$ cat src/rtl/pca_pkg.sv
// ----------------------------------------------------------------------------
// pca_pkg: shared types and constants of the pixel color adjust block
// Beat layouts, register map, image class codes and fixed-point constants.
// ----------------------------------------------------------------------------
package pca_pkg;

  // Gains are Q4.12.
  localparam int GAIN_BITS = 12;
  localparam logic [15:0] GAIN_UNITY = 16'd4096;

  // floor(y / 255) = (y * RECIP_255) >> RECIP_SHIFT, exact for any 32-bit y.
  localparam logic [31:0] RECIP_255 = 32'h8080_8081;
  localparam int RECIP_SHIFT = 39;

  // Rec.709 luma weights in units of 2^-16.
  localparam logic [15:0] LUMA_R = 16'd13926;
  localparam logic [15:0] LUMA_G = 16'd46884;
  localparam logic [15:0] LUMA_B = 16'd4725;
  localparam int LUMA_SHIFT = 16;

  // floor(s / 3) = (s * RECIP_3) >> RECIP_3_SHIFT, exact for s up to 765.
  localparam logic [9:0] RECIP_3 = 10'd683;
  localparam int RECIP_3_SHIFT = 11;

  localparam logic [1:0] CLASS_WORLD    = 2'd1;
  localparam logic [1:0] CLASS_LIGHTMAP = 2'd2;

  localparam logic [2:0] REG_BRIGHTNESS = 3'd0;
  localparam logic [2:0] REG_LIGHTMAP   = 3'd1;
  localparam logic [2:0] REG_CONTRAST   = 3'd2;
  localparam logic [2:0] REG_SATURATION = 3'd3;
  localparam logic [2:0] REG_MONOCHROME = 3'd4;
  localparam logic [2:0] REG_INVERT     = 3'd5;

  typedef struct packed {
    logic [7:0] red_in;
    logic [7:0] green_in;
    logic [7:0] blue_in;
    logic [7:0] alpha_in;
    logic [1:0] image_class;
    logic       last_pixel;
  } pixel_in_t;

  typedef struct packed {
    logic [7:0] red_out;
    logic [7:0] green_out;
    logic [7:0] blue_out;
    logic [7:0] alpha_out;
    logic       last_pixel_out;
  } pixel_out_t;

  // Fields that ride along the pipeline untouched.
  typedef struct packed {
    logic [1:0] image_class;
    logic [7:0] alpha;
    logic       last_pixel;
  } side_t;

  typedef struct packed {
    logic [15:0] brightness_gain;
    logic [15:0] lightmap_gain;
    logic [15:0] contrast_gain;
    logic [15:0] saturation_mix;
    logic [1:0]  monochrome_select;
    logic [1:0]  invert_select;
  } cfg_t;

endpackage

$ cat src/rtl/pca_scale.sv
// ----------------------------------------------------------------------------
// pca_scale: gain scaling front end
// Scales each channel byte by its class gain into a fraction with
// FRACTION_BITS fraction bits and finds the largest channel. Four stages.
// ----------------------------------------------------------------------------
module pca_scale #(
  parameter int FRACTION_BITS = 16
) (
  input  logic                                clk,
  input  logic                                rst,
  input  logic                                valid_in,
  input  pca_pkg::pixel_in_t                  pixel,
  input  pca_pkg::cfg_t                       cfg,
  output logic                                valid_out,
  output pca_pkg::side_t                      side_out,
  output logic [2:0][FRACTION_BITS+3:0]       t_out,
  output logic [FRACTION_BITS+3:0]            max_out,
  output logic                                clip_out
);
  import pca_pkg::*;

  localparam int TW = FRACTION_BITS + 4;
  localparam logic [TW-1:0] ONE = TW'(1) << FRACTION_BITS;

  logic [2:0][7:0]  chan;
  logic [15:0]      gain;
  logic [2:0][23:0] p1;
  logic [2:0][23:0] p2;
  logic [2:0][15:0] q2;
  logic [2:0][TW-1:0] t3;
  logic [55:0]      qprod [3];
  logic [63:0]      xprod [3];
  logic [23:0]      q255 [3];
  logic [23:0]      rem24 [3];
  logic [31:0]      yscaled [3];
  logic [FRACTION_BITS+15:0] full [3];
  logic [TW-1:0]    m01;
  logic [TW-1:0]    mx;
  logic [3:0]       vld;
  side_t            sd [4];

  always_comb begin
    chan[0] = pixel.red_in;
    chan[1] = pixel.green_in;
    chan[2] = pixel.blue_in;
    gain = (pixel.image_class == CLASS_LIGHTMAP) ? cfg.lightmap_gain : cfg.brightness_gain;
  end

  // The product c * gain is split as 255 * q + r. Then
  // floor(c * gain * 2^F / 255) = q * 2^F + floor(r * 2^F / 255), and the
  // second term is below 2^F, so the two simply concatenate.
  always_comb begin
    for (int j = 0; j < 3; j++) begin
      qprod[j]   = {32'b0, p1[j]} * {24'b0, RECIP_255};
      q255[j]    = {q2[j], 8'b0} - {8'b0, q2[j]};
      rem24[j]   = p2[j] - q255[j];
      yscaled[j] = 32'(rem24[j][7:0]) << FRACTION_BITS;
      xprod[j]   = {32'b0, yscaled[j]} * {32'b0, RECIP_255};
      full[j]    = {q2[j], xprod[j][RECIP_SHIFT+FRACTION_BITS-1:RECIP_SHIFT]};
    end
    m01 = (t3[0] > t3[1]) ? t3[0] : t3[1];
    mx  = (m01 > t3[2]) ? m01 : t3[2];
  end

  always_ff @(posedge clk) begin
    if (rst) begin
      vld <= '0;
    end else begin
      vld <= {vld[2:0], valid_in};
    end
    sd[0] <= '{image_class: pixel.image_class, alpha: pixel.alpha_in,
               last_pixel: pixel.last_pixel};
    sd[1] <= sd[0];
    sd[2] <= sd[1];
    sd[3] <= sd[2];
    for (int j = 0; j < 3; j++) begin
      p1[j]    <= {16'b0, chan[j]} * {8'b0, gain};
      p2[j]    <= p1[j];
      q2[j]    <= qprod[j][RECIP_SHIFT+15:RECIP_SHIFT];
      t3[j]    <= full[j][FRACTION_BITS+15:GAIN_BITS];
      t_out[j] <= t3[j];
    end
    max_out  <= mx;
    clip_out <= (mx > ONE);
  end

  assign valid_out = vld[3];
  assign side_out  = sd[3];

endmodule

$ cat config.mk
export PLATFORM = sky130hd
export DESIGN_NAME = pca_scale
export DESIGN_NICKNAME = d
export VERILOG_FILES = /design/src/rtl/pca_pkg.sv /design/src/rtl/pca_scale.sv
export SDC_FILE = /design/constraint.sdc
export NUM_CORES = 2
export LEC_CHECK = 0
export ABC_AREA = 1
export CAP_MARGIN = 20
export CORE_ASPECT_RATIO = 0.75
export CORE_MARGIN = 2
export CORE_UTILIZATION = 25
export CTS_CLUSTER_DIAMETER = 150
export CTS_CLUSTER_SIZE = 24
export DETAILED_ROUTE_END_ITERATION = 6
export DONT_BUFFER_PORTS = 1
export HOLD_SLACK_MARGIN = 0.02
export PLACE_DENSITY = 0.44
export SLEW_MARGIN = 10
export SYNTH_ARGS = -nofsm -noshare
export SYNTH_HDL_FRONTEND = slang
export SYNTH_SLANG_ARGS = --single-unit
$ cat constraint.sdc
create_clock -name clk -period 7 [get_ports clk]
set_input_delay 0.35 -clock clk [delete_from_list [all_inputs] [get_ports clk]]
set_output_delay 0.35 -clock clk [all_outputs]
set_load 0.02 [all_outputs]
Word-level counts from Yosys, hierarchy flattened:

Memories as Yosys holds them, arrays and structs flattened.
Index checks and enable logic that the tools add are counted.
W data, S select, Z words.

* bits in registers: 289
* RAM bits: 44
* input bits: 106
* word-level logic and storage cells: 41
* memories kept: 1

Memories
* sd: words 4, bits a word 11, read ports 4, clocked after Yosys merged registers in 0, write ports 4, line pca_scale.sv:40 `side_t sd [4];`

* add/subtract/negate cells: 6
* multiply operators: 9
* $lt $le $gt $ge: 3
* equal/unequal tests: 1
* multiplexer cells: 3

Operator list (count)
* $mul A24 B32 Y55 const B: 3
* $mul A8 B32 Y39 const B: 3
* $mul A8 B16 Y24: 3
* $gt A20 B20 Y1: 2
* $mux W20: 2
* $sub A1 B8 Y8 const A: 3
* $sub A8 B8 Y8: 3
* $gt A20 B17 Y1 const B: 1
* $mux W16: 1
* $eq A2 B2 Y1 const B: 1

Longest topological paths before layout:

* word-level depth: 5
* depth in mapped cells: 34
* mapped depth without buffers: 32

Least setup slack after synthesis:

No wires, ideal clock.

* path kind: input to register
* start: input port pixel[2] (netlist bit)
* end: register p1[45] (netlist bit)
* setup time: 112 ps
* arrival time: 5346 ps
* required time: 6888 ps
* path slack: 1542 ps
* stages on the path: 28
* path buffers: 2
* cells stage by stage: inv_1 -> nor2_1 -> inv_2 -> buf_2 -> o21ai_1 -> buf_2 -> nor2_1 -> fa_1 -> fa_1 -> inv_1 -> fa_1 -> fa_1 -> inv_1 -> ha_1 -> a21oi_1 -> o21ai_1 -> a21oi_1 -> o21ai_1 -> a21boi_0 -> inv_1 -> nand2_1 -> nand2_1 -> nand2_1 -> nand2_1 -> nand2_1 -> nand2_1 -> nand2_1 -> nand2_1

* cells in the longest elaborated chain, start to end: 3

Ends and longest elaborated chain
* start: declaration: line pca_scale.sv:12 `input pca_pkg::pixel_in_t pixel,`
* $eq A2 B2 Y1: line pca_scale.sv:46 `gain = (pixel.image_class == CLASS_LIGHTMAP) ? cfg.lightmap_gain : cfg.brightness_gain;`
* $mux W16: line pca_scale.sv:46
* $mul A8 B16 Y24: line pca_scale.sv:77 `p1[j] <= {16'b0, chan[j]} * {8'b0, gain};`
* end signal: indexed assignment: line pca_scale.sv:77
* end: declaration: line pca_scale.sv:27 `logic [2:0][23:0] p1;`

Every way passes these cells.
A chain may end at the register's enable or synchronous reset.

Final worst setup path:

* start: register t3[19] (netlist bit)
* end: register clip_out

* cells in the longest elaborated chain, start to end: 5

Ends and longest elaborated chain
* start: declaration: line pca_scale.sv:30 `logic [2:0][TW-1:0] t3;`
* start signal: indexed assignment: line pca_scale.sv:80 `t3[j] <= full[j][FRACTION_BITS+15:GAIN_BITS];`
* $gt A20 B20 Y1: line pca_scale.sv:61 `m01 = (t3[0] > t3[1]) ? t3[0] : t3[1];`
* $mux W20 *: line pca_scale.sv:61
* $gt A20 B20 Y1: line pca_scale.sv:62 `mx = (m01 > t3[2]) ? m01 : t3[2];`
* $mux W20 *: line pca_scale.sv:62
* named net mx[5]: line pca_scale.sv:38 `logic [TW-1:0] mx;`
* $gt A20 B17 Y1 *: line pca_scale.sv:84 `clip_out <= (mx > ONE);`
* end signal: assignment: line pca_scale.sv:84
* end: declaration: line pca_scale.sv:18 `output logic clip_out`

The timed path passes the listed nets; every way through them passes the cells marked *.

==> flow_summary.yaml <==
status:
  outcome: "finished clean"
finish:
  final_layout_size_suffix_gt1_share_pct: 2.27
  diodes: 0
  fin_util_pct: 27.3
  nNetsFinal: 5007
  fin_area_um2: 35700
  syn_to_final_growth_pct: 8.68
  fillers: 14400
worst_setup_path:
  slowest_delay_ns: 0.62
  crit_fanout: 26
  critPathKind: "register to register"
  cpMostUsedCell: "nand2_1"
  rrSetupSlack_ns: 1.30
  slowest_stage: "dfxtp_1"
  required_ns: 7.47
  critPathCaptureType: "register"
  start_kind: "register"
  critPathArrivalTime_ns: 6.18
routing:
  wl_per_cell_um: 17.9
  vias: 25300
  drcViolationCount: 0
  postRouteAntennaNets: 0
  vias_per_cell: 4.42
  wl_um: 103000
  first_pass_iters: 7
  drt_iter0_markers: 1641
sta:
  finalSetupTns_ns: 0
  timing.final.crit_share_pct: 81.5
  fmax_ghz: 0.175
  final-max-slew-violation-count: 0
  finalHoldViolations: 0
  setup_violations: 0
  period_needed_ns: 5.70
  rsz0062_at_grt: "no"
  timing.slew.headroom_pct: 32.8
  skew_ns: 0.0270
  tightestPinTransition_ns: 0.999
synthesis:
  synth_cells: 3955
  syn_area_per_cell_um2: 8.30
  synth.distinct_cells: 51
  synthFlopType: "dfxtp_1"
  ys_seq_elements: 333
  async_flop_share_pct: 0
  ys_seq_area_share_pct: 20.3
  synth_edf_count: 0
  yosysTopAreaCell: "ha_1"
  ys_top_cells_by_area: "ha_1, dfxtp_1, fa_1, inv_1, nand2_1"
  syn-num-nets: 5001
  ys_warn_count: 0
  netlist.area_leader.share_pct: 23.8
  netlist_area_um2: 32800
  synth_common_cells: "inv_1, nand2_1, ha_1"
  yosysMostFrequentCell: "inv_1"
floorplan:
  rows: 115
  num_io_pins: 199
  die_height_um: 318
  coreArea_um2: 131000
  die-width_um: 422
  initial_utilization_pct: 25.1
  dieArea_um2: 134000
grt:
  grt_max_degree: 27
  gr-total-overflow: 0
  grt_usage_pct: 15.2
  grt_pass1_vias: 25100
  grt_antenna_before_repair: 3
  grt_pass1_wl_um: 156000
cts:
  cts_tree: "yes"
  clockRootBuffer: "clkbuf_16"
  post-cts-setup-buffer-count: 0
  cts.sinks: 333
  h-tree-depth: 1
  clockBufferDepth: 3
  clock_latency_ns: 0.60
  clk_pin_slew_ns: 0.10
  cts_buffers: 19
place:
  portBuffers: 0
  finalWeightedCongestion: 0.896
  placed_area_um2: 35000
  dp_hpwl_um: 88200
job:
  maxCapViolCount: 0
hold_path:
  holdCritPathClass: "input pin to register"
-- per-stage QoR --
| step | hold slack, ns | setup WS (ns) | instances |
|---|---|---|---|
| 6_report | 0.230 | 1.30 | 5718 |
| 4_1_cts | 0.153 | 0.966 | 5718 |
| 3_3_place_gp | 0.310 | 0.844 | 5679 |
| 2_1_floorplan | 0.310 | 1.54 | 3955 |
| 3_5_place_dp | 0.312 | 0.814 | 5679 |
| 5_1_grt | 0.179 | 0.581 | 5718 |
-- placed cells by master (no fill, tap or decap), types with 21 or more instances in the layout --
| master | n |
|---|---|
| o21ai_0 | 142 |
| nand3_1 | 77 |
| nand4_1 | 21 |
| a31oi_1 | 40 |
| a21o_1 | 22 |
| nor3_1 | 26 |
| ha_1 | 625 |
| a21oi_1 | 229 |
| inv_1 | 728 |
| xor2_1 | 85 |
| buf_4 | 23 |
| nand2_1 | 645 |
| fa_1 | 315 |
| xnor2_1 | 33 |
| nor2_1 | 428 |
| dfxtp_1 | 333 |
-- registers in the layout, summed over array words and instances, names as in the netlist --
signal / flops
clip_out: 1
full: 48
max_out: 20
p1: 72
p2: 24
sd: 44
t3: 60
t_out: 60
vld: 4
-- kinds of logic (layout without fill, tap and decap cells) --
family          after synthesis  after routing  synth area share [%]
simple gates               1273           1273                  15.9
fa+ha+maj                   940            940                  43.0
buf+inv                     787            795                  9.11
compound gates              504            504                  8.51
flops                       333            333                  20.3
xor+xnor                    118            118                  3.15
-- per-layer routing --
layer  wire, um  GRT usage, %  vias up
met2      38700          21.0      649
met1      55900          24.6    12000
met5          0             0        -
met4       1310          1.89        0
li1           -             -    12600
met3       6670          2.54       56
-- worst paths after layout --
check | cells after the start | startpoint | end
worst min register to register | 0 | sd[0][2] | sd[1][2]
worst min-delay path | 3 | cfg[36] | p1[0]
worst max register to register | 27 | t3[19] | clip_out
worst max-delay path | 27 | t3[19] | clip_out
-- what timing repair did --
item	CTS	global route
hold endpoints to repair	18	0
resized for setup	0	0
hold buffers	16	0
-- worst max-delay path: cells and delay by family, from the launching register on --
family / cells / cell delay [ns]
adders and majority gates: 2 / 0.52
buffers and inverters: 1 / 0.32
and+or+nand+nor: 24 / 4.11
DFF: 1 / 0.62
-- final cells by class --
cell class / instances / area (um2) / area share [%]
sequential: 333 / 6670 / 18.7
timing repair buffer: 39 / 333 / 0.933
clock buffer: 19 / 475 / 1.33
inverter: 733 / 2750 / 7.71
multi-input combinational: 2835 / 23200 / 65.0
tap: 1755 / 2200 / 6.15
clock inverter: 4 / 71.3 / 0.200
Power is not shown: default switching activity piles up to over one toggle a cycle in this logic, so the estimate is an artifact.
