==> src/rtl/pca_pkg.sv <==
// ----------------------------------------------------------------------------
// pca_pkg: shared types and constants of the pixel color adjust block
// Beat layouts, register map, image class codes and fixed-point constants.
// ----------------------------------------------------------------------------
package pca_pkg;

  // Gains are Q4.12.
  localparam int GAIN_BITS = 12;
  localparam logic [15:0] GAIN_UNITY = 16'd4096;

  // floor(y / 255) = (y * RECIP_255) >> RECIP_SHIFT, exact for any 32-bit y.
  localparam logic [31:0] RECIP_255 = 32'h8080_8081;
  localparam int RECIP_SHIFT = 39;

  // Rec.709 luma weights in units of 2^-16.
  localparam logic [15:0] LUMA_R = 16'd13926;
  localparam logic [15:0] LUMA_G = 16'd46884;
  localparam logic [15:0] LUMA_B = 16'd4725;
  localparam int LUMA_SHIFT = 16;

  // floor(s / 3) = (s * RECIP_3) >> RECIP_3_SHIFT, exact for s up to 765.
  localparam logic [9:0] RECIP_3 = 10'd683;
  localparam int RECIP_3_SHIFT = 11;

  localparam logic [1:0] CLASS_WORLD    = 2'd1;
  localparam logic [1:0] CLASS_LIGHTMAP = 2'd2;

  localparam logic [2:0] REG_BRIGHTNESS = 3'd0;
  localparam logic [2:0] REG_LIGHTMAP   = 3'd1;
  localparam logic [2:0] REG_CONTRAST   = 3'd2;
  localparam logic [2:0] REG_SATURATION = 3'd3;
  localparam logic [2:0] REG_MONOCHROME = 3'd4;
  localparam logic [2:0] REG_INVERT     = 3'd5;

  typedef struct packed {
    logic [7:0] red_in;
    logic [7:0] green_in;
    logic [7:0] blue_in;
    logic [7:0] alpha_in;
    logic [1:0] image_class;
    logic       last_pixel;
  } pixel_in_t;

  typedef struct packed {
    logic [7:0] red_out;
    logic [7:0] green_out;
    logic [7:0] blue_out;
    logic [7:0] alpha_out;
    logic       last_pixel_out;
  } pixel_out_t;

  // Fields that ride along the pipeline untouched.
  typedef struct packed {
    logic [1:0] image_class;
    logic [7:0] alpha;
    logic       last_pixel;
  } side_t;

  typedef struct packed {
    logic [15:0] brightness_gain;
    logic [15:0] lightmap_gain;
    logic [15:0] contrast_gain;
    logic [15:0] saturation_mix;
    logic [1:0]  monochrome_select;
    logic [1:0]  invert_select;
  } cfg_t;

endpackage

==> src/rtl/pca_hue_div.sv <==
// ----------------------------------------------------------------------------
// pca_hue_div: hue-preserving clip divider
// Restoring division t * 2^F / max for all three channels, one quotient bit
// per stage over FRACTION_BITS + 1 stages. Unclipped pixels keep their value.
// ----------------------------------------------------------------------------
module pca_hue_div #(
  parameter int FRACTION_BITS = 16
) (
  input  logic                          clk,
  input  logic                          rst,
  input  logic                          valid_in,
  input  pca_pkg::side_t                side_in,
  input  logic [2:0][FRACTION_BITS+3:0] t_in,
  input  logic [FRACTION_BITS+3:0]      max_in,
  input  logic                          clip_in,
  output logic                          valid_out,
  output pca_pkg::side_t                side_out,
  output logic [2:0][FRACTION_BITS:0]   t_out
);
  import pca_pkg::*;

  localparam int TW = FRACTION_BITS + 4;
  localparam int NS = FRACTION_BITS + 1;

  logic               vld  [NS];
  side_t              sd   [NS];
  logic [2:0][TW-1:0] rem  [NS];
  logic [2:0][NS-1:0] quo  [NS];
  logic [2:0][NS-1:0] keep [NS];
  logic [TW-1:0]      dvs  [NS];
  logic               clp  [NS];

  for (genvar k = 0; k < NS; k++) begin : g_stage
    logic               vld_prev;
    side_t              sd_prev;
    logic [2:0][NS-1:0] keep_prev;
    logic [TW-1:0]      dvs_prev;
    logic               clp_prev;
    logic [2:0][NS-1:0] quo_prev;
    logic [2:0][TW:0]   cand;
    logic [2:0]         ge;

    if (k == 0) begin : g_first
      // The first stage yields the integer bit, which is at most one since
      // no channel exceeds the maximum.
      always_comb begin
        vld_prev = valid_in;
        sd_prev  = side_in;
        dvs_prev = max_in;
        clp_prev = clip_in;
        quo_prev = '0;
        for (int j = 0; j < 3; j++) begin
          keep_prev[j] = t_in[j][NS-1:0];
          cand[j]      = {1'b0, t_in[j]};
        end
      end
    end else begin : g_next
      always_comb begin
        vld_prev  = vld[k-1];
        sd_prev   = sd[k-1];
        dvs_prev  = dvs[k-1];
        clp_prev  = clp[k-1];
        quo_prev  = quo[k-1];
        keep_prev = keep[k-1];
        for (int j = 0; j < 3; j++) begin
          cand[j] = {rem[k-1][j], 1'b0};
        end
      end
    end

    always_comb begin
      for (int j = 0; j < 3; j++) begin
        ge[j] = (cand[j] >= {1'b0, dvs_prev});
      end
    end

    always_ff @(posedge clk) begin
      if (rst) begin
        vld[k] <= 1'b0;
      end else begin
        vld[k] <= vld_prev;
      end
      sd[k]   <= sd_prev;
      dvs[k]  <= dvs_prev;
      clp[k]  <= clp_prev;
      keep[k] <= keep_prev;
      for (int j = 0; j < 3; j++) begin
        rem[k][j] <= ge[j] ? TW'(cand[j] - {1'b0, dvs_prev}) : cand[j][TW-1:0];
        quo[k][j] <= {quo_prev[j][NS-2:0], ge[j]};
      end
    end
  end

  always_comb begin
    for (int j = 0; j < 3; j++) begin
      t_out[j] = clp[NS-1] ? quo[NS-1][j] : keep[NS-1][j];
    end
  end

  assign valid_out = vld[NS-1];
  assign side_out  = sd[NS-1];

endmodule

==> config.mk <==
export PLATFORM = sky130hd
export DESIGN_NAME = pca_hue_div
export DESIGN_NICKNAME = d
export VERILOG_FILES = /design/src/rtl/pca_pkg.sv /design/src/rtl/pca_hue_div.sv
export SDC_FILE = /design/constraint.sdc
export NUM_CORES = 2
export LEC_CHECK = 0
export BUFFER_PORTS_ARGS = -buffer_cell sky130_fd_sc_hd__buf_2
export CAP_MARGIN = 5
export CORE_MARGIN = 4
export CORE_UTILIZATION = 50
export DETAILED_ROUTE_END_ITERATION = 8
export MAX_ROUTING_LAYER = met4
export PLACE_DENSITY = 0.66
export RECOVER_POWER = 25
export SYNTH_ARGS = -nofsm -noshare
export SYNTH_HDL_FRONTEND = slang
export SYNTH_SLANG_ARGS = --single-unit
==> constraint.sdc <==
create_clock -name clk -period 4.4 [get_ports clk]
set_input_delay 0.44 -clock clk [delete_from_list [all_inputs] [get_ports clk]]
set_output_delay 0.44 -clock clk [all_outputs]
set_load 0.02 [all_outputs]
Word-level counts from Yosys, hierarchy flattened
Memories as Yosys holds them, arrays and structs flattened.
Cells that the tools add are included.
{ "word_totals": {"regBits": 0, "latch_bits": 0, "mem_bits_rw": 3315, "romBits": 0, "input_bits": 95, "elab_cells": 200, "mem_count": 7} }
{ "op_classes": {"n_addsub": 51, "multipliers": 0, "div_mod_pow": 0, "order_cmp": 51, "eq_ne": 0, "shifts": 0, "mux": 74, "n_bitwise": 17, "n_reduce_logical": 0} }
{ "mem_list": {"columns": ["name", "words", "width", "read_ports", "rd_clocked_by_memory_dff", "wr", "line", "text"], "rows": [
  ["rem", 17, 60, 16, 0, 17, "pca_hue_div.sv:27", "logic [2:0][TW-1:0] rem [NS];"],
  ["keep", 17, 51, 17, 0, 17, "pca_hue_div.sv:29", "logic [2:0][NS-1:0] keep [NS];"],
  ["quo", 17, 51, 17, 0, 17, "pca_hue_div.sv:28", "logic [2:0][NS-1:0] quo [NS];"],
  ["dvs", 17, 20, 16, 0, 17, "pca_hue_div.sv:30", "logic [TW-1:0] dvs [NS];"],
  ["sd", 17, 11, 17, 0, 17, "pca_hue_div.sv:26", "side_t sd [NS];"],
  ["clp", 17, 1, 17, 0, 17, "pca_hue_div.sv:31", "logic clp [NS];"],
  ["1 more memories", null, null, null, null, null, null, null]
]} }
{ "ops": {"columns": ["cell", "count"], "rows": [
  ["2-to-1 mux 20 bit", 51],
  ["subtractor 20 bit", 51],
  [">= comparator 21 x 20 -> 1 bit", 48],
  [">= comparator 20 bit", 3],
  ["2-to-1 mux 17 bit", 3],
  ["2-to-1 mux 1 bit", 20],
  ["OR 1 bit", 17]
]} }

Longest topological paths before layout
{ "logic_depth": {"word_depth": 3, "depth_mapped": 14, "depth_no_buf": 13} }

Worst setup path after synthesis
OpenSTA, ideal clock, no wires.
{ "synth_path": {"kind": "flip-flop to flip-flop", "from": "memory dvs[0][121] (netlist bit)", "to": "memory rem[7][42] (netlist bit)", "setup_time_ns": 0.121, "t_arrival_ns": 2.867, "required_time_ns": 4.279, "setup_slack_ns": 1.412, "path_stages_with_launch": 13, "period_less_slack_ns": 2.988, "cell_sequence": "dfxtp_1 -> inv_1 -> ha_1 -> nor2b_1 -> o31a_1 -> o2111ai_1 -> nand2_1 -> a311oi_2 -> o31a_2 -> o211ai_1 -> a211oi_2 -> buf_6 -> mux2_2"} }
{ "synth_rtl": {"columns": ["item", "line"], "rows": [
  ["start, declared", "pca_hue_div.sv:30"],
  ["end, declared", "pca_hue_div.sv:27"]
]} }

==> results.md <==
Power and ir drop:
- The switching power as a share of total power is a little under two fifths.
- The sum of internal, switching and leakage power is ~110 mW.
- The total power per unit cell area is 864 mW/mm^2.
- The clock network is responsible for 22.4% of the overall power.
- The internal power summed over all cells is 69.8 mW.
- The net switching component of the power is approximately 43 mW.
- The proportion of power drawn by combinational gates is 43.3%.
- The standby leakage power is 57.9 nW.
- Of the total power, registers draw between 30% and 40%.
- The worst-case IR drop observed on VDD is 0.422 mV.

STA:
- Setup violations remaining at the end of the flow were counted as 0.
- The transition time at the pin with the least slew margin is 1.03 ns.
- The achievable frequency is 259 MHz.
- The worst path needs approximately 3.9 ns of the cycle, external delays included.
- The max-slew violation count is 0.
- On the final layout, the worst clock skew is 0.0652 ns.
- The final critical-path setup slack is between 0.5 and 0.6 ns.
- The number of failing hold endpoints at the final stage is 0.
- After routing, the total negative slack on setup checks comes to 0 ns.
- The part of the cycle the worst path needs is 87.8%.
- Setup repair after global routing left no endpoint under its margin.
- The tightest slew margin relative to the limit is 31.6%.
- Hold is met by around 0.15 ns.

Critical path:
- The critical path class is flop to flop.
- For the worst setup path, the data required time is 5.17 ns.
- The most critical setup path has its startpoint at dvs[0][101].
- The critical path startpoint category is a flop.
- The path depth of the worst reg2reg path is 12.
- The critical path goes through inv_1, ha_1, nor2b_1, o31ai_1, a2111oi_2, o2111ai_1, a41oi_2, o221a_2, o21ai_1, and2_1, buf_4, mux2_2.
- The arrival time of data at the critical path endpoint is 4.64 ns.
- Of all nets on the critical path, the largest fanout is 21.
- For flop-to-flop paths, the worst setup slack is between 0.5 and 0.6 ns.
- The category of cells accounting for the largest share of critical-path delay is compound AO/OA/AOI/OAI gates.
- The startpoint identified for the worst register-to-register timing path is dvs[0][101].
- In this run the critical register-to-register path is captured at rem[6][35].
- STA classifies the critical path endpoint as a flop.
- For this run, the slowest stage of the critical path takes about 0.56 ns.
- The slowest stage of the critical path is the sky130_fd_sc_hd__dfxtp_1 cell.
- Counting both buffers and inverters, the worst setup path holds a total of 2.

Yosys:
- The number of flops mapped to enable cells by yosys is 0.
- For this run, asynchronously set or reset flops after synthesis account for 0%.
- By area, the combinational part of the netlist is dominated by compound AO/OA/AOI/OAI gates.
- Yosys attributes the largest share of cell area to sky130_fd_sc_hd__dfxtp_1 49%, sky130_fd_sc_hd__ha_1 11%, sky130_fd_sc_hd__mux2_2 4.1%.
- The simple logic cell fraction of the synthesized area is 11.0%.
- Summing the areas of all compound-gate instances in the mapped netlist gives 15.2% of the synthesized area.
- The synthesized netlist contains 103 unique library cells.
- The synthesized netlist occupies a cell area of 0.116 sq mm.
- A synthesized cell averages roughly 10 sq um.
- The commonest register cell after synthesis is sky130_fd_sc_hd__dfxtp_1.
- Summing the areas of all xor and xnor instances in the mapped netlist gives 5.26% of the synthesized area.
- The cell type with the largest total area after synthesis is sky130_fd_sc_hd__dfxtp_1.
- After synthesis, flip-flops and latches occupy about 49% of the total area.
- Summing the areas of all fa, ha and maj instances in the mapped netlist gives 11.8% of the synthesized area.
- Synthesis produced between 10000 and 15000 cells.
- The number of warnings printed during yosys synthesis is 0.
- The post-synthesis register bit count is 2827.
- The portion of synthesized area spent on multiplexers is 4.90%.
- The number of nets handed over by synthesis was about 12000.
- The synthesized design devotes to its leading area cell type 49.0% of total area.

Clock tree:
- The clock passes through at most 4 buffers.
- TritonCTS built the clock tree.
- The number of buffers inserted for hold repair after clock tree synthesis is 95.
- Gates resized during post-CTS repair numbered 0.
- Clock-pin slew was measured on the worst setup and hold paths at 0.06 ns.
- The number of buffers created by CTS is ~300.
- The number of H-tree levels is 5.
- The post-CTS setup-driven buffer insertion count is 0.
- The later pin in the worst-skew pair is clocked with a latency of between 0.9 and 1 ns.
- Counting every sink on the clock net gives 2827.
- In this run the clock root is driven by a sky130_fd_sc_hd__clkbuf_16.

Route:
- The detailed-route DRC error count is 0.
- The routed length per placed instance is 22.1 um.
- In this run, the number of DRC markers left after iteration 0 of detailed routing was around 6000.
- In the routed layout, each cell is associated on average with a via count of 5.53.
- For this run, the detailed router's first-pass iteration total came to 8.
- The overall routed net length is around 330000 um.
- The count of nets left with antenna violations once routing finished came out at 0.
- Summing over every cut layer, the via total after detailed routing is 82900.

Floorplanning:
- The floorplan has about 180 rows.
- In this run the horizontal extent of the chip is 489 um.
- The die covers 0.239 sq mm.
- The initial utilization of the core area, before any placement, comes to 50.3%.
- Measured along the y axis, the die boundary spans 489 um.
- The floorplan step defined a core boundary enclosing 0.230 sq mm.
- The I/O pin count is 158.

Finish:
- The non-filler instance count after layout is between 10000 and 15000.
- Registers take 0.0566 sq mm.
- Fill cells in the final layout number 19800.
- The final-stage net count is 12900.
- Compared with the post-synthesis result, the final layout area differs by 13.2%.
- With fillers left out, the area of the finished cells amounts to 0.131 sq mm.
- The area taken by multi-input logic gates is 0.0558 sq mm.
- The utilization after layout is 56.9%.
- In the final layout, the share of cells above drive strength 1 is 9.74%.

Placed design:
- The global placement routability congestion is between 0.9 and 1.
- At the placement stage, the worst setup path has a slack of between 0.6 and 0.7 ns.
- The number of instances in the placed design is 14400.
- Detailed placement ended at an HPWL of 265000 um.
- The cell area after placement is 0.120 sq mm.
- During placement, the flow inserted port buffers numbering 157.

GRT:
- The initial antenna violation count came to 12.
- The total routing resource utilization after global routing is ~28%.
- The largest net degree at the start of global routing is 39.
- The via count of the first global-routing pass is between 80000 and 90000.
- After global routing the overflow that remains totals 0.
- The first global-routing pass estimated 494000 um of wire.

Hold path:
- The startpoint identified for the worst hold timing path is side_in[4].
- In this run the worst hold path is classified as input port to flop.
- The worst hold path terminates at sd[0][4].
- Along the worst hold path, the cell count comes to 2.

Outcome:
- The flow ran to the end, and the final reports show no timing, DRC or antenna violations.

Run:
- Max-cap violations in this run came to 0.
==> sequential cells by signal, indices dropped and copies added (netlist names) <==
signal,cells
clp,17
dvs,320
keep,867
quo,459
rem,960
sd,187
vld,17
==> layout make-up <==
type	instances	area share, %
Sequential cell	2827	43.3
Tap cell	3026	2.89
Clock buffer	402	6.46
Multi-Input combinational cell	7657	42.7
Antenna cell	6	0.0115
Inverter	648	1.86
Clock inverter	112	1.14
Timing Repair Buffer	314	1.67
==> layout by cell type, fill, tap and decap left out, types with 29 or more instances in the layout <==
cell,synthesis,routed
sky130_fd_sc_hd__bufinv_16,0,31
sky130_fd_sc_hd__dlygate4sd3_1,0,95
sky130_fd_sc_hd__nand4_1,90,90
sky130_fd_sc_hd__and3_1,76,76
sky130_fd_sc_hd__and4_1,34,34
sky130_fd_sc_hd__or3_1,64,64
sky130_fd_sc_hd__fa_1,48,48
sky130_fd_sc_hd__o21a_1,127,127
sky130_fd_sc_hd__a21o_1,351,351
sky130_fd_sc_hd__inv_1,644,644
sky130_fd_sc_hd__nor2_1,736,736
sky130_fd_sc_hd__mux2i_1,52,52
sky130_fd_sc_hd__xnor2_1,422,422
sky130_fd_sc_hd__o31ai_1,70,69
sky130_fd_sc_hd__clkbuf_16,0,303
sky130_fd_sc_hd__xor2_1,272,272
sky130_fd_sc_hd__and2_1,45,45
sky130_fd_sc_hd__nand2b_1,132,132
sky130_fd_sc_hd__or2_2,29,29
sky130_fd_sc_hd__a21boi_0,48,48
sky130_fd_sc_hd__nor2b_1,227,227
sky130_fd_sc_hd__o211ai_1,61,61
sky130_fd_sc_hd__buf_4,7,57
sky130_fd_sc_hd__dfxtp_1,2827,2826
sky130_fd_sc_hd__clkbuf_8,0,49
sky130_fd_sc_hd__a211o_1,47,47
sky130_fd_sc_hd__clkbuf_1,116,119
sky130_fd_sc_hd__mux2_2,416,416
sky130_fd_sc_hd__nand2_1,722,722
sky130_fd_sc_hd__a211oi_1,63,63
sky130_fd_sc_hd__clkinv_2,0,36
sky130_fd_sc_hd__o21bai_1,66,66
sky130_fd_sc_hd__a31oi_1,95,94
sky130_fd_sc_hd__nor3_1,159,159
sky130_fd_sc_hd__o21ai_0,691,683
sky130_fd_sc_hd__ha_1,1017,1017
sky130_fd_sc_hd__a21oi_1,775,773
sky130_fd_sc_hd__nand3b_1,30,30
sky130_fd_sc_hd__buf_2,40,88
sky130_fd_sc_hd__nand3_1,182,182
==> cells by family (layout without fill, tap and decap cells) <==
| kind of cell | Yosys count | in the layout |
|---|---|---|
| multiplexers | 504 | 504 |
| AND/OR/NAND/NOR | 2634 | 2634 |
| other | 0 | 6 |
| buffers and inverters | 828 | 1476 |
| flip-flops | 2827 | 2827 |
| AO/OA/AOI/OAI | 2760 | 2760 |
| adder cells (fa/ha/maj) | 1065 | 1065 |
| XOR/XNOR | 694 | 694 |
==> worst max-delay path by stage <==
stage,endpoint,slack (ns),cells past startpoint
6_report,rem[6][35],0.54,12
5_1_grt,rem[6][35],0.36,12
4_1_cts,rem[6][35],0.60,12
3_5_place_dp,rem[0][20],0.62,14
3_3_place_gp,rem[6][35],0.62,12
2_1_floorplan,rem[7][42],1.41,12
==> cells in the mapped netlist, types with 70 or more instances <==
| library cell | n |
|---|---|
| sky130_fd_sc_hd__o31ai_1 | 70 |
| sky130_fd_sc_hd__a21o_1 | 351 |
| sky130_fd_sc_hd__and3_1 | 76 |
| sky130_fd_sc_hd__xor2_1 | 272 |
| sky130_fd_sc_hd__nor2_1 | 736 |
| sky130_fd_sc_hd__clkbuf_1 | 116 |
| sky130_fd_sc_hd__nand3_1 | 182 |
| sky130_fd_sc_hd__a31oi_1 | 95 |
| sky130_fd_sc_hd__mux2_2 | 416 |
| sky130_fd_sc_hd__o21ai_0 | 691 |
| sky130_fd_sc_hd__xnor2_1 | 422 |
| sky130_fd_sc_hd__dfxtp_1 | 2827 |
| sky130_fd_sc_hd__nand4_1 | 90 |
| sky130_fd_sc_hd__nor3_1 | 159 |
| sky130_fd_sc_hd__a21oi_1 | 775 |
| sky130_fd_sc_hd__nand2_1 | 722 |
| sky130_fd_sc_hd__nor2b_1 | 227 |
| sky130_fd_sc_hd__ha_1 | 1017 |
| sky130_fd_sc_hd__nand2b_1 | 132 |
| sky130_fd_sc_hd__inv_1 | 644 |
| sky130_fd_sc_hd__o21a_1 | 127 |
==> layer usage <==
layer | track usage [%] | vias to the layer above | part of all wire (%) | routed length (um)
met4 | 8.48 | 0 | 3.1 | 10400
met1 | 36.5 | 39400 | 45 | 150000
met5 | - | - | 0 | 0
met3 | 3.44 | 488 | 4.8 | 15800
met2 | 45.4 | 2258 | 47 | 155000
li1 | - | 40700 | - | -
==> power groups by stage <==
stage	logic [mW]	clock network, mW	registers (mW)
after floorplan	37.1	0	35.8
after global placement	47.4	0	39.4
after detailed placement	48.0	0	39.3
after CTS	48.5	25.9	38.9
after global routing	54.1	27.0	39.2
final	48.9	25.3	38.8
Note: power is estimated with default switching activity, not from simulation.
