$ cat config.mk
export PLATFORM = sky130hd
export DESIGN_NAME = pca_post
export DESIGN_NICKNAME = d
export VERILOG_FILES = /design/src/rtl/pca_pkg.sv /design/src/rtl/pca_post.sv
export SDC_FILE = /design/constraint.sdc
export NUM_CORES = 1
export LEC_CHECK = 0
export BUFFER_PORTS_ARGS = -buffer_cell sky130_fd_sc_hd__clkbuf_2
export CAP_MARGIN = 20
export CORE_MARGIN = 1.5
export CORE_UTILIZATION = 50
export DETAILED_ROUTE_END_ITERATION = 12
export PLACE_DENSITY = 0.94
export SLEW_MARGIN = 20
export SYNTH_ARGS = -nofsm -noshare
export SYNTH_HDL_FRONTEND = slang
export SYNTH_SLANG_ARGS = --single-unit
$ cat constraint.sdc
create_clock -name clk -period 9.46 [get_ports clk]
set_input_delay 1.892 -clock clk [delete_from_list [all_inputs] [get_ports clk]]
set_output_delay 1.892 -clock clk [all_outputs]
set_load 0.01 [all_outputs]
$ cat src/rtl/pca_pkg.sv
// ----------------------------------------------------------------------------
// pca_pkg: shared types and constants of the pixel color adjust block
// Beat layouts, register map, image class codes and fixed-point constants.
// ----------------------------------------------------------------------------
package pca_pkg;

  // Gains are Q4.12.
  localparam int GAIN_BITS = 12;
  localparam logic [15:0] GAIN_UNITY = 16'd4096;

  // floor(y / 255) = (y * RECIP_255) >> RECIP_SHIFT, exact for any 32-bit y.
  localparam logic [31:0] RECIP_255 = 32'h8080_8081;
  localparam int RECIP_SHIFT = 39;

  // Rec.709 luma weights in units of 2^-16.
  localparam logic [15:0] LUMA_R = 16'd13926;
  localparam logic [15:0] LUMA_G = 16'd46884;
  localparam logic [15:0] LUMA_B = 16'd4725;
  localparam int LUMA_SHIFT = 16;

  // floor(s / 3) = (s * RECIP_3) >> RECIP_3_SHIFT, exact for s up to 765.
  localparam logic [9:0] RECIP_3 = 10'd683;
  localparam int RECIP_3_SHIFT = 11;

  localparam logic [1:0] CLASS_WORLD    = 2'd1;
  localparam logic [1:0] CLASS_LIGHTMAP = 2'd2;

  localparam logic [2:0] REG_BRIGHTNESS = 3'd0;
  localparam logic [2:0] REG_LIGHTMAP   = 3'd1;
  localparam logic [2:0] REG_CONTRAST   = 3'd2;
  localparam logic [2:0] REG_SATURATION = 3'd3;
  localparam logic [2:0] REG_MONOCHROME = 3'd4;
  localparam logic [2:0] REG_INVERT     = 3'd5;

  typedef struct packed {
    logic [7:0] red_in;
    logic [7:0] green_in;
    logic [7:0] blue_in;
    logic [7:0] alpha_in;
    logic [1:0] image_class;
    logic       last_pixel;
  } pixel_in_t;

  typedef struct packed {
    logic [7:0] red_out;
    logic [7:0] green_out;
    logic [7:0] blue_out;
    logic [7:0] alpha_out;
    logic       last_pixel_out;
  } pixel_out_t;

  // Fields that ride along the pipeline untouched.
  typedef struct packed {
    logic [1:0] image_class;
    logic [7:0] alpha;
    logic       last_pixel;
  } side_t;

  typedef struct packed {
    logic [15:0] brightness_gain;
    logic [15:0] lightmap_gain;
    logic [15:0] contrast_gain;
    logic [15:0] saturation_mix;
    logic [1:0]  monochrome_select;
    logic [1:0]  invert_select;
  } cfg_t;

endpackage

$ cat src/rtl/pca_post.sv
// ----------------------------------------------------------------------------
// pca_post: per-class monochrome and inversion
// Replaces the channels by their integer mean and inverts them where the
// image class enables it, and registers the result beat.
// ----------------------------------------------------------------------------
module pca_post (
  input  logic                clk,
  input  logic                rst,
  input  logic                valid_in,
  input  pca_pkg::side_t      side_in,
  input  logic [2:0][7:0]     byte_in,
  input  pca_pkg::cfg_t       cfg,
  output logic                done,
  output pca_pkg::pixel_out_t result
);
  import pca_pkg::*;

  logic [9:0]      sum;
  logic [19:0]     mprod;
  logic [7:0]      mean;
  logic            mono_en;
  logic            inv_en;
  logic [2:0][7:0] chan;

  always_comb begin
    sum   = 10'(byte_in[0]) + 10'(byte_in[1]) + 10'(byte_in[2]);
    mprod = {10'b0, sum} * {10'b0, RECIP_3};
    mean  = mprod[RECIP_3_SHIFT+7:RECIP_3_SHIFT];
    mono_en = ((side_in.image_class == CLASS_WORLD) && cfg.monochrome_select[0]) ||
              ((side_in.image_class == CLASS_LIGHTMAP) && cfg.monochrome_select[1]);
    inv_en  = ((side_in.image_class == CLASS_WORLD) && cfg.invert_select[0]) ||
              ((side_in.image_class == CLASS_LIGHTMAP) && cfg.invert_select[1]);
    for (int j = 0; j < 3; j++) begin
      chan[j] = mono_en ? mean : byte_in[j];
      if (inv_en) begin
        chan[j] = ~chan[j];
      end
    end
  end

  always_ff @(posedge clk) begin
    if (rst) begin
      done <= 1'b0;
    end else begin
      done <= valid_in;
    end
    result <= '{red_out: chan[0], green_out: chan[1], blue_out: chan[2],
                alpha_out: side_in.alpha, last_pixel_out: side_in.last_pixel};
  end

endmodule

# Yosys cells after proc, flatten, opt, wreduce, memory -nomap -nowiden
# Cells that the tools add are included.
# word_totals
reg_bits	34
input_bits	106
out_inout_bits	34
# classes
addsub	2
mul	1
n_eq_ne	2
mux	6
bitwise_logic	3
reduce_logical	6
# op_table
cell	count
$mux W8	6
$not A8 Y8	3
$mul A10 B10 Y19 const B	1
$add A9 B8 Y10	1
$add A8 B8 Y9	1
$logic_and A1 B1 Y1	4
$eq A2 B1 Y1 const B	1
$eq A2 B2 Y1 const B	1
$logic_or A1 B1 Y1	2

# Depth between registers and ports, before layout
# Gate-level depths: netlist of the first run.
# depth
ltp_word	6
mapped_depth	27
mapped_depth_nobuf	27

# Least setup slack after synthesis of the first run
# Ideal clock, no wire load.
# synth_timing
kind	input port to flip-flop
startpoint	input byte_in[1] (netlist bit)
endpoint	register result[24] (netlist bit)
setup_ps	135
arrival_ps	7744
required_ps	9325
path_slack_ps	1581
stages	27
n_path_buf	0
path_cell_list	inv_1 > fa_1 > inv_1 > ha_1 > fa_1 > a211oi_1 > nor2_1 > o21a_1 > nor2_1 > xnor2_1 > xnor2_1 > ha_1 > inv_1 > fa_1 > inv_1 > fa_1 > inv_1 > fa_1 > inv_1 > ha_1 > and2_1 > a221oi_1 > a211o_2 > a21oi_1 > a21oi_2 > mux2i_1 > o211ai_1
# synth_rtl
item	line	rtl
start, declared	pca_post.sv:11	input logic [2:0][7:0] byte_in,
end signal, assigned	pca_post.sv:47	result <= '{red_out: chan[0], green_out: chan[1], blue_out: chan[2],
end, declared	pca_post.sv:14	output pca_pkg::pixel_out_t result

==> flow_summary.yaml, run 1 <==
setup_path:
  crit_path_end_kind: "register"
  cp.arrival_ns: 8.91
  cp.required_ns: 9.60
  cp_max_fo: 6
  crit_path_start_kind: "input pin"
  critPathKind: "input pin to register"
floorplanning:
  start_util_pct: 52.85
  coreArea_um2: 6459
  dieWidth_um: 85.62
  floorplan.rows: 29
  dieArea_um2: 7331
  fp.dieH_um: 85.62
  ios: 140
layout:
  final_area_um2: 4020
  antenna_cells: 0
  stdcell_count: 505
  fin_nets: 625
  area.growth.synth_to_final_pct: 17.78
  drive_above_1_share_pct: 22.66
  final_cell_mix: "clkbuf_2 (75), ha_1 (64), inv_1 (53)"
  final_common_cell: "clkbuf_2"
  fillCellCount: 481
placed_design:
  io_buffers: 75
  dp_hpwl_um: 6398
  place_area_um2: 3882
  place_inst: 497
  gp_congestion: 0.9245
yosys:
  async_reset_ff_share_pct: 0
  synth_warnings: 0
  synth.distinct_cells: 44
  synth_edf_count: 0
  synth-main-ff-cell: "dfxtp_1"
  syn_area_per_cell_um2: 9.780
  syn_area_um2: 3413
  ys_seq_area_share_pct: 19.94
  synth_nets: 547
  syn_inst: 349
  ys_ff_latch: 34
timing:
  drv_slew: 0
  rsz0062_at_grt: "no"
  final.period_utilization_pct: 92.72
  fin_hold_ws_ns: 1.695
  setup-violations-final: 0
  tightest_slew_ns: 0.8173
  slew_headroom_pct: 45.51
  fmax_mhz: 114.0
  hold_viol: 0
  min_period_ns: 8.771
  timing.setup.tns_ns: 0
clock_tree:
  cts_sinks: 34
  cts.clk_slew.worst_paths_ns: 0.07
  ctsResizeCount: 0
  cts_tree: "done"
  hold_buffers: 0
  root_buffer: "clkbuf_8"
  post-cts-setup-buffers: 0
  htree_levels: 2
  numCtsBuffers: 5
  cts_buffer_depth: 2
drt:
  viasPerCell: 5.681
  drtIter0Drc: 157
  num_vias: 2869
  dr.pass1.iters: 8
  drc: 9
  routed_wl_um: 8393
  drt-wirelength-per-cell_um: 16.62
  ant_nets: 0
status:
  violations: "DRC"
  outcome: "complete, but fails checks"
global_routing:
  antenna_found_initial: 0
  grt_pass1_wl_um: 13790
  grt_usage_pct: 24.11
  grt-ovfl-total: 0
  grt_pass1_vias: 3026
  grt_start_max_net_pins: 34
hold_path:
  hold_path.class: "input pin to register"
run:
  drv_cap: 0
==> routing by layer <==
| layer | part of all wire [%] | track usage [%] | vias to the layer above |
|---|---|---|---|
| met4 | 5.0 | 13.49 | 0 |
| met3 | 6.1 | 5.486 | 41 |
| met2 | 51 | 42.73 | 132 |
| met1 | 37 | 26.57 | 1363 |
| li1 | - | - | 1333 |
| met5 | 0 | 0 | - |
==> state kept, by name (all words and copies together), names as in the netlist <==
| name | cells |
|---|---|
| result | 33 |
| done | 1 |
==> final cells by class <==
cell class,count,area (µm²),share of cell area (%)
inverter,53,198.9,4.949
clock inverter,3,68.82,1.712
sequential,34,680.7,16.93
tap,77,96.34,2.397
timing repair buffer,78,397.9,9.897
multi-input combinational,255,2509,62.40
clock buffer,5,68.82,1.712
==> logic make-up (layout without fill, tap and decap cells) <==
group | after synthesis | in the layout | share of synthesized area, %
fa+ha+maj | 92 | 92 | 39.88
compound gates | 66 | 66 | 13.49
buf+inv | 60 | 139 | 6.708
simple gates | 51 | 51 | 7.735
xor+xnor | 35 | 35 | 8.981
flops | 34 | 34 | 19.94
mux | 11 | 11 | 3.263
==> metrics by stage <==
stage	utilization, %	worst slack (ns)
2_1_floorplan	-	1.581
3_3_place_gp	60.11	0.8942
3_5_place_dp	60.11	0.6756
4_1_cts	62.24	0.7689
5_1_grt	62.24	0.3006
6_report	62.24	0.6887
==> path summary, 6_finish.rpt <==
path	start	end	slack, ns	depth (start not counted)
setup / recovery	byte_in[2]	result[24]	0.69	26
hold / removal	side_in[3]	result[3]	1.70	1
==> critical path, stage by stage <==
cell,delay (ns)
clkbuf_2,0.11
fa_1,0.61
ha_1,0.25
a21o_1,0.19
a21oi_1,0.28
o21bai_1,0.17
a21oi_1,0.24
o21ai_0,0.14
xnor2_1,0.47
inv_1,0.16
ha_1,0.34
ha_1,0.34
fa_1,0.51
fa_1,0.54
inv_1,0.07
fa_1,0.51
inv_1,0.05
ha_1,0.21
a21o_1,0.18
a21oi_1,0.22
a2bb2oi_1,0.29
buf_4,0.20
a21oi_1,0.13
a21oi_2,0.22
mux2i_1,0.40
o211ai_1,0.19
==> synth_stat cells, drive strengths merged, types with 3 or more instances <==
cell / instances / area [µm²]
mux2i: 10 / 100.1
dfxtp: 34 / 680.7
and3: 4 / 25.02
nor2: 16 / 62.56
or3: 3 / 23.77
and2: 3 / 18.77
a21o: 13 / 97.59
fa: 28 / 560.5
ha: 64 / 800.8
a21boi: 4 / 30.03
xnor2: 16 / 140.1
inv: 53 / 198.9
o211ai: 4 / 35.03
nor2b: 3 / 18.77
a211o: 4 / 36.29
buf: 4 / 18.76
o21ai: 9 / 45.04
clkbuf: 3 / 11.26
a21oi: 18 / 105.1
nand3: 8 / 40.04
xor2: 19 / 166.4
nand2: 7 / 26.28
o21a: 3 / 22.52
Power of run 1 is not shown: default switching activity piles up to over one toggle a cycle in this logic, so the estimate is an artifact.
==> run 2: changes to the inputs <==
CORE_UTILIZATION = 53   (was 50)
PLACE_DENSITY = 0.95   (was 0.94)
clock period = 10.6 ns   (was 9.46 ns; I/O delays follow)
==> run 2 against run 1 <==
The run now ends clean; sequential share of layout area up 0.28 points; largest cell class unchanged; first-iteration DRC count down 32%; critical path type unchanged; wire length down 11%; non-clock buffer count down 1.
==> flow_summary.yaml, run 2 (same netlist as run 1, synthesis figures left out) <==
clock_tree:
  cts.clk_slew.worst_paths_ns: 0.06
  htree_levels: 2
  cts_buffer_depth: 2
  post-cts-setup-buffers: 0
  cts_tree: "done"
  numCtsBuffers: 5
  cts_sinks: 34
  ctsResizeCount: 0
  root_buffer: "clkbuf_8"
  hold_buffers: 0
setup_path:
  cp-startpoint: "byte_in[2]"
  cp_max_fo: 6
  endpoint: "result[16]"
  critPathSlowestCell: "fa_1"
  cp.required_ns: 10.75
  critical-path-max-stage-delay_ns: 0.53
  crit_cells: 25
  crit_path_start_kind: "input pin"
  critPathKind: "input pin to register"
  cp_top_family: "adder cells"
  crit_path_end_kind: "register"
  crit_buf_inv: 4
  cp.arrival_ns: 8.94
drt:
  ant_nets: 0
  drtIter0Drc: 107
  drt-wirelength-per-cell_um: 14.93
  wl_met2_um: 3944
  num_vias: 2758
  wl_met3_um: 379
  drc: 0
  viasPerCell: 5.483
  top_layer_used: "met4"
  m1WireLength_um: 3018
  routed_wl_um: 7510
  dr.pass1.iters: 4
timing:
  min_period_ns: 8.797
  fin_ws_ns: 1.803
  drv_slew: 0
  fmax_mhz: 113.7
  setup-violations-final: 0
  fin_hold_ws_ns: 1.936
  hold_viol: 0
  timing.setup.tns_ns: 0
  slew_headroom_pct: 47.95
  rsz0062_at_grt: "no"
  final.period_utilization_pct: 82.99
  tightest_slew_ns: 0.7808
layout:
  regMostFlops: "result"
  area.growth.synth_to_final_pct: 15.84
  fillCellCount: 456
  antenna_cells: 0
  final_cell_mix: "clkbuf_2 (75), ha_1 (64), inv_1 (53)"
  largest_reg_flops: 33
  largestRegisters: "result x33, done x1"
  final_common_cell: "clkbuf_2"
  drive_above_1_share_pct: 22.30
  fin_nets: 624
placed_design:
  gp_congestion: 0.9253
  dp_hpwl_um: 6473
  io_buffers: 75
  dp_slack_ns: 1.581
global_routing:
  antenna_found_initial: 0
  grt_start_max_net_pins: 34
  grt_pass1_vias: 2873
  grt_pass1_wl_um: 12710
  grt-ovfl-total: 0
  grt_usage_pct: 22.48
status:
  outcome: "completed"
floorplanning:
  dieArea_um2: 6931
  ios: 140
  dieWidth_um: 83.25
  coreArea_um2: 6277
  fp.dieH_um: 83.25
  floorplan.rows: 29
  start_util_pct: 54.38
hold_path:
  hold_path.class: "input pin to register"
run:
  drv_cap: 0
run 2: cell count changes in the layout (fill, tap and decap cells not counted), sizes merged:
cell and delta:
bufinv -2, clkinv +1, buf -1
run 2: worst min path at each step:
stage,endpoint,cells after the start,start
floorplan,result[0],0,side_in[0]
global placement,result[6],1,side_in[6]
detailed placement,result[4],1,side_in[4]
CTS,result[5],1,side_in[5]
global route,result[7],1,side_in[7]
finish,result[7],1,side_in[7]
run 2: cell type report:
type	count	area, µm²	area share (%)
tap	77	96.34	2.437
clock buffer	5	68.82	1.741
inverter	53	198.9	5.032
clock inverter	2	10.01	0.2532
multi-input combinational	255	2509	63.45
timing repair buffer	77	390.4	9.873
sequential	34	680.7	17.22
run 2: stage by stage:
step / cells / instance area [µm²] / util (%)
after floorplan: 349 / 3413 / -
after global placement: 496 / 3875 / 61.73
after detailed placement: 496 / 3875 / 61.73
after CTS: 503 / 3954 / 62.99
after global routing: 503 / 3954 / 62.99
final: 503 / 3954 / 62.99
run 2: routing by layer:
layer  vias to the layer above  track usage (%)
met5                         -                0
met1                      1311            24.59
met2                        98            41.98
met4                         0            9.848
met3                        17            4.175
li1                       1332                -
Power of run 2 is left out for the same reason.
==> run 3: changes to the inputs <==
CORE_UTILIZATION = 45   (was 53)
PLACE_DENSITY = 0.89   (was 0.95)
clock period = 8 ns   (was 10.6 ns; I/O delays follow)
==> run 3 against run 2 <==
Via count rose by 0.94%; critical endpoint unchanged; global-route usage is 2.2 points lower; sequential share of layout area shrank 0.60 points; largest cell class unchanged; worst setup slack worse by 1.6 ns; die area rose by 17%; clock-buffer cell count unchanged; wire length up 4.3%; first-iteration DRC count grew 19%; worst hold slack got worse by 0.52 ns; critical path depth increased by 2.
==> flow_summary.yaml, run 3 (same netlist as run 1, synthesis figures left out) <==
setup_path:
  cp.arrival_ns: 7.92
  cp_max_fo: 4
  crit_path_start_kind: "input pin"
  critPathKind: "input pin to register"
  cp.required_ns: 8.16
  cp-startpoint: "byte_in[1]"
  crit_path_end_kind: "register"
drt:
  routed_wl_um: 7832
  dr.pass1.iters: 4
  drc: 0
  top_layer_used: "met4"
  wl_met2_um: 4332
  drtIter0Drc: 127
  m1WireLength_um: 3041
  drt-wirelength-per-cell_um: 14.64
  num_vias: 2784
  wl_met3_um: 331
  viasPerCell: 5.204
  ant_nets: 0
placed_design:
  dp_hpwl_um: 6606
  io_buffers: 75
  gp_congestion: 0.8889
  place_area_um2: 3970
  dp_slack_ns: -0.05473
timing:
  tightest_slew_ns: 0.7940
  drv_slew: 0
  min_period_ns: 7.760
  hold_viol: 0
  fin_ws_ns: 0.2396
  setup-violations-final: 0
  slew_headroom_pct: 47.07
  final.period_utilization_pct: 97.01
  fmax_mhz: 128.9
  timing.setup.tns_ns: 0
clock_tree:
  numCtsBuffers: 5
  cts_sinks: 34
  root_buffer: "clkbuf_8"
  cts_tree: "done"
  htree_levels: 2
  hold_buffers: 0
  cts.clk_slew.worst_paths_ns: 0.06
  cts_buffer_depth: 2
layout:
  multi_input_area_um2: 2526
  final_common_cell: "clkbuf_2"
  fin_nets: 633
  largestRegisters: "result x33, done x1"
  final_area_um2: 4096
  area.growth.synth_to_final_pct: 20.01
  antenna_cells: 0
  largest_reg_flops: 33
  final_cell_mix: "clkbuf_2 (75), ha_1 (64), inv_1 (53)"
  regMostFlops: "result"
  seqCellArea_um2: 680.7
  drive_above_1_share_pct: 25.00
  fillCellCount: 595
global_routing:
  grt_start_max_net_pins: 34
  grt-ovfl-total: 0
  grt_pass1_vias: 2989
  grt_usage_pct: 20.27
  antenna_found_initial: 0
  grt_pass1_wl_um: 13340
floorplanning:
  dieWidth_um: 90.09
  dieArea_um2: 8116
  ios: 140
  start_util_pct: 46.81
  floorplan.rows: 31
  fp.dieH_um: 90.09
  coreArea_um2: 7292
status:
  outcome: "completed"
hold_path:
  hold_path.class: "input pin to register"
  min-delay-start: "side_in[2]"
run:
  drv_cap: 0
run 3: changes by cell type in the layout (fill, tap and decap cells not counted), sizes merged:
cell,delta
buf,+9
bufinv,+1
run 3: worst max-delay path: stages:
cell and delay, ns:
clkbuf_2 0.09, inv_1 0.05, fa_1 0.53, inv_1 0.04
ha_1 0.22, fa_1 0.44, a211oi_1 0.24, nor2_1 0.11
o21a_1 0.19, nor2_1 0.11, xnor2_1 0.21, buf_4 0.20
ha_1 0.23, ha_1 0.29, inv_1 0.07, fa_1 0.54
inv_1 0.06, fa_1 0.47, ha_1 0.32, ha_1 0.34
a21o_1 0.17, a21oi_1 0.17, a2bb2oi_1 0.30, a21oi_1 0.18
a21oi_2 0.27, mux2i_2 0.32, o211ai_1 0.13
run 3: worst paths after layout:
check / to / slack [ns] / cells after the start
hold / removal: result[2] / 1.41 / 1
setup / recovery: result[16] / 0.24 / 27
run 3: through the flow:
step	util (%)	hold slack, ns	std cells
after floorplan	-	1.628	349
after global placement	54.44	1.704	527
after detailed placement	54.44	1.705	527
after CTS	55.94	1.412	535
after global routing	56.18	1.403	535
final	56.18	1.413	535
run 3: area by class of cell:
cell class                      instances  area share (%)
Timing Repair Buffer                   86           11.18
Clock inverter                          3          0.9774
Sequential cell                        34           16.62
Clock buffer                            5           1.680
Multi-Input combinational cell        255           61.67
Inverter                               53           4.856
Tap cell                               99           3.024
run 3: repair_timing:
action / 4_1_cts / 5_1_grt
gates resized for setup: 0 / 5
buffers inserted: 0 / 0
endpoints found under the setup margin: 0 / 12
run 3: metal layers:
| metal | track usage [%] | up-vias |
|---|---|---|
| met5 | 0 | - |
| met4 | 8.333 | 0 |
| met3 | 2.707 | 8 |
| li1 | - | 1350 |
| met1 | 20.92 | 1327 |
| met2 | 40.28 | 99 |
Power of run 3 is left out for the same reason.
